### config.mk
export PLATFORM = sky130hd
export DESIGN_NAME = ppta_post
export DESIGN_NICKNAME = d
export VERILOG_FILES = /design/src/rtl/ppta_pkg.sv /design/src/rtl/ppta_post.sv
export SDC_FILE = /design/constraint.sdc
export NUM_CORES = 2
export LEC_CHECK = 0
export CAP_MARGIN = 20
export CORE_MARGIN = 1.5
export CORE_UTILIZATION = 25
export CTS_CLUSTER_DIAMETER = 40
export DETAILED_ROUTE_END_ITERATION = 7
export DONT_BUFFER_PORTS = 1
export GPL_ROUTABILITY_DRIVEN = 0
export PLACE_DENSITY = 0.4
export SLEW_MARGIN = 20
export SYNTH_ARGS = -nofsm -noshare
export SYNTH_HDL_FRONTEND = slang
export SYNTH_SLANG_ARGS = --single-unit
export TNS_END_PERCENT = 100
### constraint.sdc
create_clock -name clk -period 10.67 [get_ports clk]
set_input_delay 1.6005 -clock clk [delete_from_list [all_inputs] [get_ports clk]]
set_output_delay 1.6005 -clock clk [all_outputs]
set_load 0.05 [all_outputs]
### src/rtl/ppta_pkg.sv
package ppta_pkg;

	localparam int SecW   = 32;
	localparam int FracW  = 15;
	localparam int PerW   = 16;
	localparam int PhW    = 7;
	localparam int DivW   = 16;
	localparam int TickW  = 32;
	localparam int QuoW   = 24;
	localparam int ProdW  = 62;
	localparam int MulAW  = 31;

	// cells in the tick-count divider and in the remainder chain
	localparam int ChainAN   = 16;
	localparam int ChainBN   = 47;
	// remainder after this many cells is seconds mod divisor
	localparam int SplitCell = 32;

	localparam logic [PhW-1:0]   PhaseMax   = 7'd100;
	localparam logic [DivW-1:0]  TicksPerSec = 16'h8000;
	// floor(x/100) = (x * Recip100) >> RecipShift for x < 2^31
	localparam logic [MulAW-1:0] Recip100   = 31'd1374389535;
	localparam int               RecipShift = 37;

	typedef struct packed {
		logic [SecW-1:0]  sec;
		logic [FracW-1:0] frac;
		logic [PerW-1:0]  per;
		logic [PhW-1:0]   phase;
		logic             neg;
		logic             err;
	} ppta_a_side_t;

	typedef struct packed {
		logic [SecW-1:0]  sec;
		logic [FracW-1:0] frac;
		logic [DivW-1:0]  d;
		logic [DivW-1:0]  r32;
		logic [PhW-1:0]   phase;
		logic             neg;
		logic             err;
	} ppta_b_side_t;

endpackage

### src/rtl/ppta_post.sv
module ppta_post (
	input  logic                       clk,
	input  logic                       arst_n,
	input  logic                       en,
	input  logic                       valid_i,
	input  ppta_pkg::ppta_b_side_t     side_i,
	input  logic [ppta_pkg::DivW-1:0]  r47_i,
	output logic                       valid_o,
	output logic [ppta_pkg::SecW-1:0]  next_seconds,
	output logic [ppta_pkg::FracW-1:0] next_fraction,
	output logic                       period_error
);
	import ppta_pkg::*;

	logic [22:0]       dp;
	logic [TickW-1:0]  tick_base;
	logic [QuoW-1:0]   quo;
	logic [MulAW-1:0]  ph;

	logic              v_s1, v_s2, v_s3, valid_q;
	logic [SecW-1:0]   sec_s1, sec_s2, sec_s3;
	logic [TickW-1:0]  tb_s1, tb_s2, ticks_s3;
	logic [MulAW-1:0]  a_s1;
	logic [ProdW-1:0]  prod_s2;
	logic [PhW-1:0]    ph_s1, ph_s2;
	logic              neg_s1, neg_s2;
	logic              err_s1, err_s2, err_s3;
	logic [SecW-1:0]   sec_q;
	logic [FracW-1:0]  frac_q;
	logic              err_q;

	// aligned tick count for the fractional period
	always_comb begin
		dp        = 23'(side_i.d) * 23'(side_i.phase);
		tick_base = 32'({side_i.r32, 15'b0}) + 32'(side_i.frac) + 32'(side_i.d)
			- 32'(r47_i);
		quo       = prod_s2[RecipShift+QuoW-1:RecipShift];
		ph        = neg_s2 ? MulAW'(quo) : MulAW'(quo) * MulAW'(ph_s2);
	end

	always_ff @(posedge clk or negedge arst_n) begin
		if (!arst_n) begin
			v_s1    <= 1'b0;
			v_s2    <= 1'b0;
			v_s3    <= 1'b0;
			valid_q <= 1'b0;
		end else if (en) begin
			v_s1    <= valid_i;
			v_s2    <= v_s1;
			v_s3    <= v_s2;
			valid_q <= v_s3;
		end
	end

	always_ff @(posedge clk) begin
		if (en) begin
			// base moment and the phase operand
			sec_s1 <= side_i.neg ? side_i.sec - 32'(side_i.r32)
				: side_i.sec + 32'(side_i.d) - 32'(side_i.r32);
			tb_s1  <= side_i.neg ? tick_base : '0;
			a_s1   <= side_i.neg ? MulAW'(dp) : {side_i.d, 15'b0};
			ph_s1  <= side_i.phase;
			neg_s1 <= side_i.neg;
			err_s1 <= side_i.err;
			// divide by 100 through the reciprocal
			prod_s2 <= ProdW'(a_s1) * ProdW'(Recip100);
			sec_s2  <= sec_s1;
			tb_s2   <= tb_s1;
			ph_s2   <= ph_s1;
			neg_s2  <= neg_s1;
			err_s2  <= err_s1;
			// add the phase ticks
			ticks_s3 <= tb_s2 + TickW'(ph);
			sec_s3   <= sec_s2;
			err_s3   <= err_s2;
			// fold whole seconds of ticks into the seconds
			sec_q  <= err_s3 ? '0 : sec_s3 + 32'(ticks_s3[TickW-1:FracW]);
			frac_q <= err_s3 ? '0 : ticks_s3[FracW-1:0];
			err_q  <= err_s3;
		end
	end

	assign valid_o       = valid_q;
	assign next_seconds  = sec_q;
	assign next_fraction = frac_q;
	assign period_error  = err_q;

endmodule

==> impl_metrics.json <==
{
  "final-hold-violation-count": 0,
  "timing.rr.end": "prod_s2[54]",
  "grt.met3_usage_pct": 2.09,
  "slew-limit-headroom_pct": 22.5,
  "grt_pass1_vias": 30300,
  "numPortBuffers": 0,
  "yosysWarningCount": 0,
  "path_clk_slew_ns": 0.06,
  "reg2reg_depth": 22,
  "die_x_microns": 416,
  "start_util_pct": 25.2,
  "numCtsBuffers": 67,
  "vias": 28100,
  "cp-end-kind": "flop",
  "viasPerCell": 4.34,
  "grt_max_degree": 319,
  "fin_util_pct": 28.1,
  "synth_edf_count": 314,
  "tns_ns": 0,
  "htreeDepth": 3,
  "fmax_mhz": 121,
  "drive_above_1_share_pct": 3.82,
  "ctsHoldBuffers": 0,
  "dr.pass1.iters": 5,
  "tightest_slew_ns": 1.16,
  "synthDistinctLibCells": 75,
  "worstHoldStart": "tb_s1[24]",
  "status": "finished clean",
  "clockRootBuffer": "clkbuf_16",
  "cts_tree": "built",
  "crit_required_ns": 11.03,
  "clockBufferDepth": 3,
  "hp-class": "reg -> reg",
  "route.detailed.drc": 0,
  "met2_usage_pct": 25.1,
  "top_usage_layer": "met2",
  "setup_violations": 0,
  "cts_setup_buffers": 0,
  "area_delta_synth_final_pct": 11.8,
  "postSynthAreaPerCell_sq_um": 10.2,
  "grt_overflow": 0,
  "routed_wl_microns": 129000,
  "ys_seq_area_share_pct": 22.4,
  "ys_seq_elements": 318,
  "cp-start-kind": "flop",
  "top_level_ports": 157,
  "hold_end": "tb_s2[24]",
  "fin_hold_ws_ns": 0.388,
  "min_path_cells": 0,
  "ys.flop_type": "edfxtp_1",
  "r2r_start": "a_s1[19]",
  "synthCells": 4161,
  "crit_arrival_ns": 8.61,
  "wire_per_inst_microns": 20.0,
  "antenna_found_initial": 14,
  "clock_skew_ns": 0.0338,
  "grt_pass1_wl_microns": 196000,
  "period_minus_slack_ns": 8.25,
  "nNetsFinal": 5497,
  "cts_resized": 0,
  "maxSlewViolCount": 0,
  "critPathKind": "reg -> reg",
  "drt_iter0_markers": 1440,
  "cp_max_fo": 10,
  "clock-sinks": 318,
  "maxCapViolCount": 0,
  "hpwl_microns": 109000,
  "core_sq_um": 169000,
  "final_cell_mix": "inv_1, ha_1, fa_1, edfxtp_1, nand2_1",
  "antenna_left": 0,
  "rsz0062_at_grt": "false",
  "die_area_sq_um": 173000,
  "ys_async_sr_fraction_pct": 1.26,
  "reg2reg_slack_ns": 2.42,
  "post-route-period-util_pct": 77.3,
  "synth_fp_nets": 5470,
  "final_common_cell": "inv_1",
  "rows": 151,
  "synthesis.area_sq_um": 42600,
  "grt_usage_pct": 15.1,
  "die_h_microns": 416,
  "grtUsageMet1_pct": 20.1,
  "clock_latency_ns": 0.64
}
## cells by family (layout without fill, tap and decap cells)
group | count (synthesis) | after routing | synth area share [%]
AOI/OAI and AO/OA | 601 | 601 | 9.20
xor gates and xnor gates | 181 | 181 | 3.72
adders and majority gates | 1201 | 1201 | 45.6
buffers and inverters | 993 | 1074 | 8.77
DFF | 318 | 318 | 22.4
muxes | 25 | 25 | 0.626
other | 0 | 10 | 0
and+or+nand+nor | 842 | 842 | 9.65
## metrics by stage
stage          setup WS [ns]  instance area, sq um  cells
5_1_grt                 1.90                 47600   6467
3_5_place_dp            2.36                 45200   6337
2_1_floorplan           3.72                 42600   4161
6_report                2.42                 47600   6470
3_3_place_gp            2.33                 45200   6337
4_1_cts                 2.30                 47600   6460
## state kept, by name, summed over array words and instances (netlist names), 7 cells and up
signal         count
ph_s2              7
prod_s2           24
sec_s3            32
sec_s1            32
tb_s2             32
sec_s2            32
ticks_s3          32
next_fraction     15
next_seconds      32
tb_s1             32
a_s1              31
ph_s1              7
## layer usage
layer  wire (microns)  vias to the layer above  share of wire [%]
met5                0                        -                  0
met4             4380                        0                3.4
met3             4330                      146                3.3
met2            61100                      481                 47
met1            59300                    13800                 46
li1                 -                    13600                  -
## cell type report
type	instances	area (sq um)
multi-input combinational	2850	29300
timing repair buffer	15	113
clock buffer	69	1680
sequential	318	9530
tap	2218	2780
inverter	936	3510
antenna	10	25.0
clock inverter	54	663
fill	18000	122000
## worst max-delay path, stage by stage (launching register included)
cell,delay (ns)
edfxtp_1,0.64
fa_1,0.65
inv_1,0.06
fa_1,0.49
fa_1,0.57
inv_1,0.07
fa_1,0.50
inv_1,0.07
fa_1,0.53
inv_1,0.05
fa_1,0.52
fa_1,0.45
ha_1,0.34
nand3_1,0.10
or3_1,0.39
nor2_1,0.43
o2111ai_1,0.43
o2111a_1,0.47
o21bai_1,0.32
nand3_1,0.17
a21boi_0,0.39
o21ai_0,0.18
xnor2_1,0.14
## cells in the mapped netlist (8+ instances only)
cell | instances | area share [%]
ha_1 | 614 | 18
a211oi_1 | 23 | 0.41
fa_1 | 587 | 28
a21boi_0 | 12 | 0.21
o21a_1 | 29 | 0.51
nor3b_1 | 8 | 0.14
mux2i_1 | 12 | 0.28
and2_1 | 170 | 2.5
nor2b_1 | 47 | 0.69
xnor2_1 | 115 | 2.4
a21oi_1 | 163 | 1.9
xor2_1 | 66 | 1.4
a31oi_1 | 17 | 0.25
edfxtp_1 | 314 | 22
and3_1 | 19 | 0.28
or3_1 | 17 | 0.25
o21bai_1 | 24 | 0.42
o211ai_1 | 16 | 0.28
inv_1 | 936 | 8.3
clkbuf_1 | 51 | 0.45
nor3_1 | 48 | 0.56
nor2_1 | 174 | 1.5
nand2b_1 | 24 | 0.35
mux2_2 | 13 | 0.34
nand3_1 | 42 | 0.49
nand2_1 | 259 | 2.3
nand4_1 | 14 | 0.21
o31ai_1 | 16 | 0.28
a21o_1 | 113 | 2.0
o21ai_0 | 116 | 1.4
## worst max path at each step
stage | depth (start not counted) | end | startpoint | slack, ns
2_1_floorplan | 30 | ticks_s3[30] | ph_s2[1] | 3.72
3_3_place_gp | 22 | prod_s2[54] | a_s1[19] | 2.33
3_5_place_dp | 22 | prod_s2[54] | a_s1[22] | 2.36
4_1_cts | 22 | prod_s2[54] | a_s1[22] | 2.30
5_1_grt | 22 | prod_s2[54] | a_s1[22] | 1.90
6_report | 22 | prod_s2[54] | a_s1[19] | 2.42
Power is not shown: default switching activity piles up to over one toggle a cycle in this logic, so the estimate is an artifact.
