===== src/rtl/ppta_pkg.sv =====
package ppta_pkg;

	localparam int SecW   = 32;
	localparam int FracW  = 15;
	localparam int PerW   = 16;
	localparam int PhW    = 7;
	localparam int DivW   = 16;
	localparam int TickW  = 32;
	localparam int QuoW   = 24;
	localparam int ProdW  = 62;
	localparam int MulAW  = 31;

	// cells in the tick-count divider and in the remainder chain
	localparam int ChainAN   = 16;
	localparam int ChainBN   = 47;
	// remainder after this many cells is seconds mod divisor
	localparam int SplitCell = 32;

	localparam logic [PhW-1:0]   PhaseMax   = 7'd100;
	localparam logic [DivW-1:0]  TicksPerSec = 16'h8000;
	// floor(x/100) = (x * Recip100) >> RecipShift for x < 2^31
	localparam logic [MulAW-1:0] Recip100   = 31'd1374389535;
	localparam int               RecipShift = 37;

	typedef struct packed {
		logic [SecW-1:0]  sec;
		logic [FracW-1:0] frac;
		logic [PerW-1:0]  per;
		logic [PhW-1:0]   phase;
		logic             neg;
		logic             err;
	} ppta_a_side_t;

	typedef struct packed {
		logic [SecW-1:0]  sec;
		logic [FracW-1:0] frac;
		logic [DivW-1:0]  d;
		logic [DivW-1:0]  r32;
		logic [PhW-1:0]   phase;
		logic             neg;
		logic             err;
	} ppta_b_side_t;

endpackage


===== src/rtl/ppta_div_cell.sv =====
module ppta_div_cell #(
	parameter int AccW  = 16,
	parameter int SideW = 1
) (
	input  logic                      clk,
	input  logic                      arst_n,
	input  logic                      en,
	input  logic                      valid_i,
	input  logic [ppta_pkg::DivW-1:0] rem_i,
	input  logic [ppta_pkg::DivW-1:0] div_i,
	input  logic [AccW-1:0]           acc_i,
	input  logic [SideW-1:0]          side_i,
	output logic                      valid_o,
	output logic [ppta_pkg::DivW-1:0] rem_o,
	output logic [ppta_pkg::DivW-1:0] div_o,
	output logic [AccW-1:0]           acc_o,
	output logic [SideW-1:0]          side_o
);
	import ppta_pkg::*;

	logic [DivW:0]   trial;
	logic [DivW:0]   diff;
	logic            ge;
	logic            valid_q;
	logic [DivW-1:0] rem_q;
	logic [DivW-1:0] div_q;
	logic [AccW-1:0] acc_q;
	logic [SideW-1:0] side_q;

	// bring down one dividend bit, subtract when it fits
	always_comb begin
		trial = {rem_i, acc_i[AccW-1]};
		diff  = trial - {1'b0, div_i};
		ge    = (trial >= {1'b0, div_i});
	end

	always_ff @(posedge clk or negedge arst_n) begin
		if (!arst_n) begin
			valid_q <= 1'b0;
		end else if (en) begin
			valid_q <= valid_i;
		end
	end

	// advance the word to the next cell
	always_ff @(posedge clk) begin
		if (en) begin
			rem_q  <= ge ? diff[DivW-1:0] : trial[DivW-1:0];
			div_q  <= div_i;
			acc_q  <= {acc_i[AccW-2:0], ge};
			side_q <= side_i;
		end
	end

	assign valid_o = valid_q;
	assign rem_o   = rem_q;
	assign div_o   = div_q;
	assign acc_o   = acc_q;
	assign side_o  = side_q;

endmodule


===== config.mk =====
export PLATFORM = sky130hd
export DESIGN_NAME = ppta_div_cell
export DESIGN_NICKNAME = d
export VERILOG_FILES = /design/src/rtl/ppta_pkg.sv /design/src/rtl/ppta_div_cell.sv
export SDC_FILE = /design/constraint.sdc
export NUM_CORES = 1
export LEC_CHECK = 0
export BUFFER_PORTS_ARGS = -buffer_cell sky130_fd_sc_hd__buf_2
export CAP_MARGIN = 10
export CORE_MARGIN = 10
export CORE_UTILIZATION = 25
export CTS_CLUSTER_DIAMETER = 120
export DETAILED_ROUTE_END_ITERATION = 6
export REMOVE_ABC_BUFFERS = 1
export SLEW_MARGIN = 20
export SYNTH_ARGS = -nofsm -noshare
export SYNTH_HDL_FRONTEND = slang
export SYNTH_SLANG_ARGS = --single-unit

===== constraint.sdc =====
create_clock -name clk -period 0.8 [get_ports clk]
set_input_delay 0.08 -clock clk [delete_from_list [all_inputs] [get_ports clk]]
set_output_delay 0.08 -clock clk [all_outputs]
set_load 0.02 [all_outputs]

==> impl_metrics.json, run 1 <==
{
  "grt_setup_unrepaired": "yes",
  "initial_utilization": 0.258,
  "hold_viol_final": 0,
  "report.final.slew_viol_count": 0,
  "route.detailed.wl_per_inst_um": 15.4,
  "timing.rr.end": "valid_o$_DFFE_PN0P_",
  "report.final.setup_viol": 67,
  "fp_rows": 37,
  "worst_ep_arrival_time_ns": 1.87,
  "power_density_nw_per_um2": 1590,
  "regToRegStartpoint": "valid_o$_DFFE_PN0P_",
  "synth.yosys.warnings": 0,
  "cts.sink_count": 50,
  "worstPathMaxFanout": 7,
  "gp_congestion": 0.854,
  "cp-endpoint": "rem_o[5]$_DFFE_PP_",
  "dr.pass1.iters": 4,
  "mappedNetlistArea_um2": 2670,
  "end_kind": "flop",
  "syn2layout_area_growth_pct": 83.7,
  "period_share": 2.25,
  "max-clock-path-buffers": 2,
  "tritoncts": "built",
  "layout.cells.non_filler": 547,
  "cts_root_buf": "sky130_fd_sc_hd__clkbuf_8",
  "tightestPinTransition_ns": 0.428,
  "die_w_um": 123,
  "post-route-worst-setup-slack_ns": -0.997,
  "finalWirelength_mm": 8.42,
  "grt_max_degree": 17,
  "final_net_count": 480,
  "worst_hold_margin_ns": 0.0453,
  "n_fill_cell": 959,
  "io_pins": 103,
  "outcome": "finished, violations left",
  "cts_buffers": 5,
  "vias_in_the_first_global_route": 2558,
  "final_period_minus_worst_setup_slack_ns": 1.80,
  "die-area_um2": 15200,
  "achievable-frequency_ghz": 0.556,
  "leakage_nw": 2.14,
  "number_of_synthesized_flops_with_an_enable_pin": 49,
  "cp.buffers_inverters": 3,
  "worst-endpoint-required_ns": 0.87,
  "placeableCoreArea_um2": 10400,
  "r2r_slack_ns": 0.03,
  "critical_path_depth": 10,
  "crit_path_cell_trace": "buf_6 -> inv_4 -> ha_4 -> a21o_1 -> a211o_1 -> a41o_1 -> a31oi_4 -> o21a_4 -> inv_8 -> mux2_4",
  "delay_of_the_slowest_critical_path_stage_ns": 0.29,
  "place.port_buffers": 102,
  "async_sr_flop_fraction": 0.0200,
  "htree_num_levels": 2,
  "synth.yosys.seq_area_share": 0.560,
  "drt-vias-per-instance": 4.39,
  "critical_path.slowest_cell": "sky130_fd_sc_hd__mux2_4",
  "clk-insertion-delay-late_ns": 0.31,
  "drtAntennaViolNets": 0,
  "finClkSkew_ns": 0,
  "worst_path_dominant_cell_family": "compound AO/OA/AOI/OAI gates",
  "post_synth_inst_count": 207,
  "synth-main-ff-cell": "sky130_fd_sc_hd__edfxtp_1",
  "worst_setup_hold_path_clk_slew_ns": 0.11,
  "drt_first_iter_violations": 75,
  "ys_seq_elements": 50,
  "worst_setup_path_start_kind": "primary input",
  "avgSynthCellArea_um2": 12.9,
  "route.detailed.drc": 0,
  "cp-startpoint": "div_i[14]",
  "setup.worst_path.class": "in2reg",
  "grt.total_usage": 0.104,
  "slew_margin_rel": 0.712,
  "violations_in_the_final_reports": "setup timing",
  "core_occupancy_in_the_finished_layout": 0.473,
  "placed_cells_incl_taps": 495,
  "grt_first_pass_wirelength_mm": 12.5,
  "vias": 2401,
  "globalRouteOverflowTotal": 0,
  "insertedDiodeCount": 0,
  "detailedPlacementHpwl_mm": 6.24,
  "worst_r2r_path_depth": 1,
  "min_from": "div_i[15]",
  "maxCapViolCount": 0,
  "ir_worst_vdd_mv": 0.786,
  "die_y_um": 123,
  "synthDistinctLibCells": 44,
  "holdCritPathClass": "in2reg",
  "layout-drive-gt1-share": 0.579,
  "grt_antenna_before_repair": 0
}
==> registers in the layout (all words and copies together) (netlist names) <==
| signal | cells |
|---|---|
| acc_o | 16 |
| div_o | 16 |
| rem_o | 16 |
| side_o | 1 |
| valid_o | 1 |
==> where the power goes <==
part / switching [mW] / internal (mW)
sequential: 0.110 / 3.21
combinational: 1.29 / 1.61
clock: 0.971 / 0.620
==> cell usage after synthesis (2+ instances only) <==
library cell                n  share of area
sky130_fd_sc_hd__clkbuf_1   4         0.0056
sky130_fd_sc_hd__ha_1      16          0.075
sky130_fd_sc_hd__mux2_4     8          0.045
sky130_fd_sc_hd__nand4_1    3         0.0070
sky130_fd_sc_hd__xor2_1     4          0.013
sky130_fd_sc_hd__inv_1     24          0.034
sky130_fd_sc_hd__a31oi_1    3         0.0070
sky130_fd_sc_hd__o21ai_0    8          0.015
sky130_fd_sc_hd__mux2i_1    3          0.011
sky130_fd_sc_hd__a21oi_1   10          0.019
sky130_fd_sc_hd__edfxtp_1  49           0.55
sky130_fd_sc_hd__o21bai_1   4          0.011
sky130_fd_sc_hd__a21o_1     3         0.0084
sky130_fd_sc_hd__a211oi_1   2         0.0056
sky130_fd_sc_hd__mux2_2     5          0.021
sky130_fd_sc_hd__nand3_1    3         0.0056
sky130_fd_sc_hd__nor2_1     9          0.013
sky130_fd_sc_hd__xnor2_1    8          0.026
sky130_fd_sc_hd__nand2_1   13          0.018
sky130_fd_sc_hd__and3_1     2         0.0047
sky130_fd_sc_hd__a211o_1    2         0.0066
sky130_fd_sc_hd__a41o_1     2         0.0075
==> routing by layer <==
| metal | vias to the layer above | track usage | wire, um | share of wire |
|---|---|---|---|---|
| li1 | 1177 | - | - | - |
| met1 | 1136 | 0.120 | 3470 | 0.41 |
| met2 | 81 | 0.182 | 4090 | 0.49 |
| met3 | 7 | 0.0383 | 791 | 0.094 |
| met4 | 0 | 0.0218 | 65 | 0.0077 |
| met5 | - | 0 | 0 | 0 |
==> layout make-up <==
| cell class | instances | area, um2 | share of cell area |
|---|---|---|---|
| Clock buffer | 6 | 72.6 | 0.0148 |
| Clock inverter | 2 | 15.0 | 0.00306 |
| Inverter | 25 | 109 | 0.0222 |
| Multi-Input combinational cell | 126 | 1330 | 0.270 |
| Sequential cell | 50 | 1500 | 0.305 |
| Tap cell | 136 | 170 | 0.0347 |
| Timing Repair Buffer | 201 | 1710 | 0.349 |
| Timing Repair inverter | 1 | 8.76 | 0.00178 |
==> placed cells by master (no fill, tap or decap), types with 2 or more instances in the layout <==
master,count
sky130_fd_sc_hd__a21oi_1,9
sky130_fd_sc_hd__mux2_2,4
sky130_fd_sc_hd__mux2_4,9
sky130_fd_sc_hd__xor2_1,4
sky130_fd_sc_hd__xnor2_1,8
sky130_fd_sc_hd__nand3_1,2
sky130_fd_sc_hd__clkbuf_8,5
sky130_fd_sc_hd__clkinvlp_4,2
sky130_fd_sc_hd__buf_2,49
sky130_fd_sc_hd__inv_2,5
sky130_fd_sc_hd__o21ai_2,4
sky130_fd_sc_hd__a41o_1,2
sky130_fd_sc_hd__buf_12,3
sky130_fd_sc_hd__ha_2,2
sky130_fd_sc_hd__inv_1,16
sky130_fd_sc_hd__nand4_1,3
sky130_fd_sc_hd__a31oi_2,2
sky130_fd_sc_hd__o21ai_0,4
sky130_fd_sc_hd__buf_4,62
sky130_fd_sc_hd__nor2_1,7
sky130_fd_sc_hd__buf_6,53
sky130_fd_sc_hd__nand2_1,12
sky130_fd_sc_hd__ha_4,13
sky130_fd_sc_hd__mux2i_1,3
sky130_fd_sc_hd__dlygate4sd3_1,33
sky130_fd_sc_hd__a211o_1,2
sky130_fd_sc_hd__o21bai_1,2
sky130_fd_sc_hd__inv_4,3
sky130_fd_sc_hd__edfxtp_1,49
sky130_fd_sc_hd__a21o_1,3
==> kinds of logic (layout without fill, tap and decap cells) <==
logic type,Yosys count,in the layout,synth area share
fa+ha+maj,17,17,0.0824
mux,16,16,0.0772
simple gates,36,36,0.0655
buf+inv,31,235,0.0534
xor+xnor,12,12,0.0393
compound gates,45,45,0.122
flops,50,50,0.560
==> worst min-delay path by stage <==
stage / to / cells after the start / slack, ns
2_1_floorplan: valid_o$_DFFE_PN0P_ / 0 / -0.22
3_5_place_dp: valid_o$_DFFE_PN0P_ / 1 / -0.14
5_1_grt: valid_o$_DFFE_PN0P_ / 2 / 0.03
3_3_place_gp: valid_o$_DFFE_PN0P_ / 1 / -0.15
4_1_cts: valid_o$_DFFE_PN0P_ / 2 / 0.0008
6_report: div_o[15]$_DFFE_PP_ / 2 / 0.05
==> stage by stage <==
| stage | setup WS (ns) | power [mW] | instance area, um2 | TNS [ns] |
|---|---|---|---|---|
| finish | -0.997 | 7.82 | 4910 | -22.36 |
| global route | -1.05 | 8.25 | 4910 | -25.56 |
| detailed placement | -1.61 | 5.50 | 3760 | -25.26 |
| CTS | -0.979 | 7.59 | 4610 | -22.49 |
| global placement | -1.53 | 5.46 | 3760 | -24.27 |
| floorplan | -1.35 | 4.51 | 2630 | -21.29 |
==> what timing repair did <==
item / 4_1_cts / 5_1_grt
endpoints found under the hold margin: 32 / 1
hold buffers: 32 / 1
setup endpoints to repair: 67 / 67
pin swaps: 18 / 10
gates resized for setup: 91 / 73
cloned: 1 / 0
buffers inserted: 8 / 4
(Power assumes the default switching activity.)
==> inputs of run 2 (changes only) <==
CELL_PAD_IN_SITES_DETAIL_PLACEMENT = 1   (was default)
CELL_PAD_IN_SITES_GLOBAL_PLACEMENT = 1   (was default)
CORE_ASPECT_RATIO = 1.4   (was default)
PLACE_DENSITY_LB_ADDON = 0.1   (was default)
==> run 2 against run 1 <==
The run still ends with setup timing left. Cell count grew 0.73%. Count of clock-buffer cells in the layout shrank 1. Sequential cell count is the same. First-iteration DRC count shrank 51%. Combinational power grew 2%. Clock skew is the same. Register-to-register slack is essentially flat. Wire length grew 5.7%. Largest cell class unchanged. Highest routed layer unchanged.
==> impl_metrics.json, run 2 (synthesis gave the netlist of run 1 again) <==
{
  "post-route-worst-setup-slack_ns": -1.06,
  "globalRouteOverflowTotal": 0,
  "gp_congestion": 0.722,
  "final_period_minus_worst_setup_slack_ns": 1.86,
  "drtAntennaViolNets": 0,
  "dr.pass1.iters": 4,
  "seq_power_share": 0.381,
  "io_pins": 103,
  "grt_first_pass_wirelength_mm": 13.6,
  "worstPathMaxFanout": 7,
  "detailedPlacementHpwl_mm": 6.50,
  "n_fill_cell": 1114,
  "p_switching_mw": 2.40,
  "cts.sink_count": 50,
  "core_occupancy_in_the_finished_layout": 0.484,
  "end_kind": "flop",
  "achievable-frequency_ghz": 0.537,
  "grt.total_usage": 0.112,
  "vias": 2415,
  "worst_setup_hold_path_clk_slew_ns": 0.07,
  "setup.worst_path.class": "in2reg",
  "tritoncts": "built",
  "die_y_um": 142,
  "grt_setup_unrepaired": "yes",
  "cts_root_buf": "sky130_fd_sc_hd__clkbuf_16",
  "route.detailed.drc": 0,
  "tightestPinTransition_ns": 0.331,
  "vias_in_the_first_global_route": 2680,
  "insertedDiodeCount": 0,
  "worst-endpoint-required_ns": 0.85,
  "fp_rows": 44,
  "max-clock-path-buffers": 2,
  "hold_viol_final": 0,
  "delay_of_the_slowest_critical_path_stage_ns": 0.30,
  "cts_buffers": 5,
  "leakage_nw": 2.21,
  "die-area_um2": 15300,
  "period_share": 2.33,
  "layout.cell_area.non_filler_um2": 5040,
  "violations_in_the_final_reports": "setup timing",
  "crit_path_cell_trace": "buf_8 -> inv_4 -> ha_4 -> a21o_1 -> a211o_1 -> a41o_1 -> a31oi_4 -> o21a_4 -> inv_8 -> mux2_4",
  "power.clock.fraction": 0.279,
  "drt_first_iter_violations": 37,
  "fraction_of_power_spent_switching_nets": 0.274,
  "worst_ep_arrival_time_ns": 1.91,
  "layout-drive-gt1-share": 0.574,
  "route.detailed.wl_per_inst_um": 16.1,
  "most_frequent_standard_cell_in_the_layout_excluding_fill_and_tap_cells": "sky130_fd_sc_hd__buf_4",
  "worst_setup_path_start_kind": "primary input",
  "holdCritPathClass": "in2reg",
  "die_w_um": 107,
  "outcome": "finished, violations left",
  "grt_max_degree": 28,
  "drt-vias-per-instance": 4.38,
  "power.internal_mw": 6.35,
  "clk-insertion-delay-late_ns": 0.29,
  "htree_num_levels": 2,
  "syn2layout_area_growth_pct": 88.6,
  "placeableCoreArea_um2": 10400,
  "finClkSkew_ns": 0,
  "power_density_nw_per_um2": 1740,
  "mostFrequentLayoutCells": "sky130_fd_sc_hd__buf_4 (61), sky130_fd_sc_hd__buf_6 (57), sky130_fd_sc_hd__edfxtp_1 (49)",
  "ir_worst_vdd_mv": 0.789,
  "dpl_cell_area_um2": 3770,
  "place.port_buffers": 102,
  "finalWirelength_mm": 8.90,
  "comb_power_share": 0.340,
  "report.final.slew_viol_count": 0,
  "report.final.setup_viol": 67,
  "pre_cts_ws_ns": -1.65,
  "grt_antenna_before_repair": 0,
  "maxCapViolCount": 0,
  "final_net_count": 482,
  "slew_margin_rel": 0.777,
  "initial_utilization": 0.257,
  "critical_path.slowest_cell": "sky130_fd_sc_hd__mux2_4"
}
## run 2: cell count changes in the layout (fill, tap and decap cells not counted), moves of 2 or more
cell | before | now
sky130_fd_sc_hd__clkbuf_16 | 0 | 5
sky130_fd_sc_hd__clkbuf_8 | 5 | 0
sky130_fd_sc_hd__buf_2 | 49 | 47
sky130_fd_sc_hd__dlygate4sd3_1 | 33 | 31
sky130_fd_sc_hd__buf_6 | 53 | 57
sky130_fd_sc_hd__a31oi_2 | 2 | 0
sky130_fd_sc_hd__buf_8 | 1 | 5
sky130_fd_sc_hd__nor2_1 | 7 | 9
## run 2: through the flow
stage                     instances  hold slack (ns)  power (mW)  TNS, ns
final                           551           0.0210        8.76   -21.89
after global routing            551           0.0240        9.21   -24.42
after CTS                       547           0.0142        8.67   -22.34
after detailed placement        499           -0.141        5.53   -27.06
after global placement          499           -0.145        5.50   -25.81
after floorplan                 201           -0.216        4.51   -21.29
## run 2: path summary, 6_finish.rpt
check | start | end | slack (ns) | depth (start not counted)
worst min register to register | valid_o$_DFFE_PN0P_ | valid_o$_DFFE_PN0P_ | 0.55 | 1
worst max-delay path | div_i[14] | rem_o[5]$_DFFE_PP_ | -1.06 | 10
worst min-delay path | valid_i | valid_o$_DFFE_PN0P_ | 0.02 | 2
max in group asynchronous | arst_n | valid_o$_DFFE_PN0P_ | 0.61 | 2
worst max register to register | valid_o$_DFFE_PN0P_ | valid_o$_DFFE_PN0P_ | 0.04 | 1
min in group asynchronous | arst_n | valid_o$_DFFE_PN0P_ | 0.10 | 2
## run 2: layout make-up
class,count,area (um2),area share
clock buffers,5,125,0.0248
clock inverters,3,45.0,0.00894
inverters,25,111,0.0221
multi-input cells,126,1320,0.261
flip-flops and latches,50,1500,0.297
well taps,138,173,0.0343
repair buffers,203,1760,0.349
repair inverters,1,11.3,0.00223
## run 2: routing by layer
layer  wire length, um  up-vias  GRT usage  part of all wire
met3               565        7     0.0372             0.064
met5                 0        -          0                 0
met4               138        0     0.0444             0.016
met1              3370     1169      0.112              0.38
li1                  -     1175          -                 -
met2              4830       64      0.209              0.54
## run 2: critical path, delay by kind of cell
family / cells / cell delay, ns
buffers and inverters: 3 / 0.22
adder cells (fa/ha/maj): 1 / 0.19
AO/OA/AOI/OAI: 5 / 1.12
multiplexers: 1 / 0.30
## run 2: power by group through the flow
stage	clock network (mW)	logic [mW]	registers, mW
2_1_floorplan	0	0.812	3.70
3_3_place_gp	0	2.17	3.32
3_5_place_dp	0	2.20	3.33
4_1_cts	2.56	2.80	3.30
5_1_grt	2.63	3.22	3.36
6_report	2.44	2.98	3.33
## run 2: timing repair
item                                   4_1_cts  5_1_grt
cloned                                       1        0
buffers inserted                             8        5
endpoints found under the hold margin       31        0
resized for setup                          114       60
pin swaps                                   22       11
setup endpoints to repair                   67       67
hold buffers                                31        0
==> inputs of run 3 (changes only) <==
CELL_PAD_IN_SITES_DETAIL_PLACEMENT = default   (was 1)
CELL_PAD_IN_SITES_GLOBAL_PLACEMENT = default   (was 1)
GPL_ROUTABILITY_DRIVEN = 0   (was default)
PLACE_DENSITY_LB_ADDON = default   (was 0.1)
SLEW_MARGIN = 15   (was 20)
==> run 3 against run 2 <==
Die area unchanged. Wire length down 6.5%. Maximum frequency up 0.65%. Clock skew unchanged. Cell area down 1.9%. Clock power down 14%. Sequential power about the same. Global-route usage down 0.46 points. The run still ends with setup timing left. First-iteration DRC count rose to 2.9 times the previous value. Utilization down 0.90 points. Combinational power down 2%. Cell count down 0.18%.
==> impl_metrics.json, run 3 (synthesis gave the netlist of run 1 again) <==
{
  "outcome": "finished, violations left",
  "violations_in_the_final_reports": "setup timing",
  "insertedDiodeCount": 0,
  "worst-endpoint-required_ns": 0.84,
  "worst_setup_path_start_kind": "primary input",
  "placed_cells_incl_taps": 504,
  "report.final.setup_viol": 67,
  "core_occupancy_in_the_finished_layout": 0.475,
  "leakage_nw": 2.19,
  "hold_viol_final": 0,
  "ir_worst_vdd_mv": 0.848,
  "drt-vias-per-instance": 4.38,
  "grt_antenna_before_repair": 0,
  "cts.sink_count": 50,
  "finClkSkew_ns": 0,
  "mostFrequentLayoutCells": "sky130_fd_sc_hd__buf_4 (66), sky130_fd_sc_hd__buf_6 (50), sky130_fd_sc_hd__edfxtp_1 (49), sky130_fd_sc_hd__buf_2 (49), sky130_fd_sc_hd__dlygate4sd3_1 (32)",
  "cts_root_buf": "sky130_fd_sc_hd__clkbuf_16",
  "most_frequent_standard_cell_in_the_layout_excluding_fill_and_tap_cells": "sky130_fd_sc_hd__buf_4",
  "period_share": 2.31,
  "grt_max_degree": 35,
  "grt_setup_unrepaired": "yes",
  "report.final.slew_viol_count": 0,
  "route.detailed.drc": 0,
  "route.detailed.wl_per_inst_um": 15.1,
  "achievable-frequency_ghz": 0.541,
  "final_net_count": 482,
  "worst_hold_margin_ns": 0.0153,
  "detailedPlacementHpwl_mm": 6.20,
  "grt_first_pass_wirelength_mm": 13.2,
  "finalWirelength_mm": 8.32,
  "n_fill_cell": 940,
  "max-clock-path-buffers": 2,
  "drtAntennaViolNets": 0,
  "worst_setup_hold_path_clk_slew_ns": 0.07,
  "end_kind": "flop",
  "fp_rows": 44,
  "vias": 2411,
  "place.port_buffers": 102,
  "worstPathMaxFanout": 7,
  "io_pins": 103,
  "maxCapViolCount": 0,
  "drt_first_iter_violations": 106,
  "layout.cells.non_filler": 550,
  "htree_num_levels": 2,
  "initial_utilization": 0.257,
  "globalRouteOverflowTotal": 0,
  "worst_ep_arrival_time_ns": 1.89,
  "grt.total_usage": 0.108,
  "setup.worst_path.class": "in2reg",
  "cts_buffers": 5,
  "final_period_minus_worst_setup_slack_ns": 1.85,
  "vias_in_the_first_global_route": 2712,
  "power_density_nw_per_um2": 1690,
  "die-area_um2": 15300,
  "layout-drive-gt1-share": 0.570,
  "die_w_um": 107,
  "placeableCoreArea_um2": 10400,
  "dr.pass1.iters": 4,
  "syn2layout_area_growth_pct": 85.1,
  "clk-insertion-delay-late_ns": 0.30,
  "die_y_um": 142,
  "holdCritPathClass": "in2reg",
  "post-route-worst-setup-slack_ns": -1.05,
  "tritoncts": "built",
  "tightestPinTransition_ns": 0.376,
  "slew_margin_rel": 0.747
}
run 3: stage by stage:
step / instance area, um2 / worst slack (ns) / TNS [ns] / power, mW
6_report: 4950 / -1.05 / -21.71 / 8.34
3_5_place_dp: 3790 / -1.58 / -24.85 / 5.53
3_3_place_gp: 3790 / -1.55 / -24.58 / 5.49
5_1_grt: 4950 / -1.12 / -24.29 / 8.76
4_1_cts: 4730 / -1.05 / -22.24 / 8.24
2_1_floorplan: 2630 / -1.35 / -21.29 / 4.51
run 3: final timing paths:
kind	from	endpoint	slack (ns)	cells after the start
worst max-delay path	div_i[14]	rem_o[6]$_DFFE_PP_	-1.05	10
worst max register to register	valid_o$_DFFE_PN0P_	valid_o$_DFFE_PN0P_	0.04	1
max in group asynchronous	arst_n	valid_o$_DFFE_PN0P_	0.62	2
worst min register to register	valid_o$_DFFE_PN0P_	valid_o$_DFFE_PN0P_	0.53	1
worst min-delay path	valid_i	valid_o$_DFFE_PN0P_	0.02	2
min in group asynchronous	arst_n	valid_o$_DFFE_PN0P_	0.10	2
run 3: worst max-delay path: stages:
cell and delay [ns]:
sky130_fd_sc_hd__buf_8 0.10, sky130_fd_sc_hd__inv_4 0.05, sky130_fd_sc_hd__ha_4 0.19, sky130_fd_sc_hd__a21o_1 0.15
sky130_fd_sc_hd__a211o_1 0.28, sky130_fd_sc_hd__a41o_1 0.25, sky130_fd_sc_hd__a31oi_4 0.18, sky130_fd_sc_hd__o21a_4 0.23
sky130_fd_sc_hd__inv_8 0.07, sky130_fd_sc_hd__mux2_4 0.30
run 3: power breakdown:
part,leakage (nW),switching (mW),internal [mW],total [mW]
sequential,0.491,0.108,3.22,3.32
combinational,1.63,1.29,1.63,2.92
clock,0.0619,0.951,1.14,2.09
run 3: timing repair:
| item | CTS | global route |
|---|---|---|
| cloned | 1 | 0 |
| setup endpoints to repair | 67 | 67 |
| resized for setup | 101 | 63 |
| hold buffers | 32 | 0 |
| buffers inserted | 7 | 1 |
| hold endpoints to repair | 32 | 0 |
| pin swaps | 22 | 11 |
run 3: layout make-up:
class                      instances  area (um2)  area share
clock inverter                     2        15.0     0.00304
sequential                        50        1500       0.303
clock buffer                       5         125      0.0253
timing repair inverter             1        8.76     0.00177
tap                              138         173      0.0349
inverter                          25         111      0.0225
timing repair buffer             203        1720       0.348
multi-input combinational        126        1300       0.262
run 3: layer usage:
layer | vias to the layer above | track usage | share of wire
li1 | 1172 | - | -
met4 | 0 | 0.0458 | 0.027
met2 | 77 | 0.196 | 0.53
met1 | 1144 | 0.108 | 0.37
met5 | - | 0 | 0
met3 | 18 | 0.0385 | 0.077
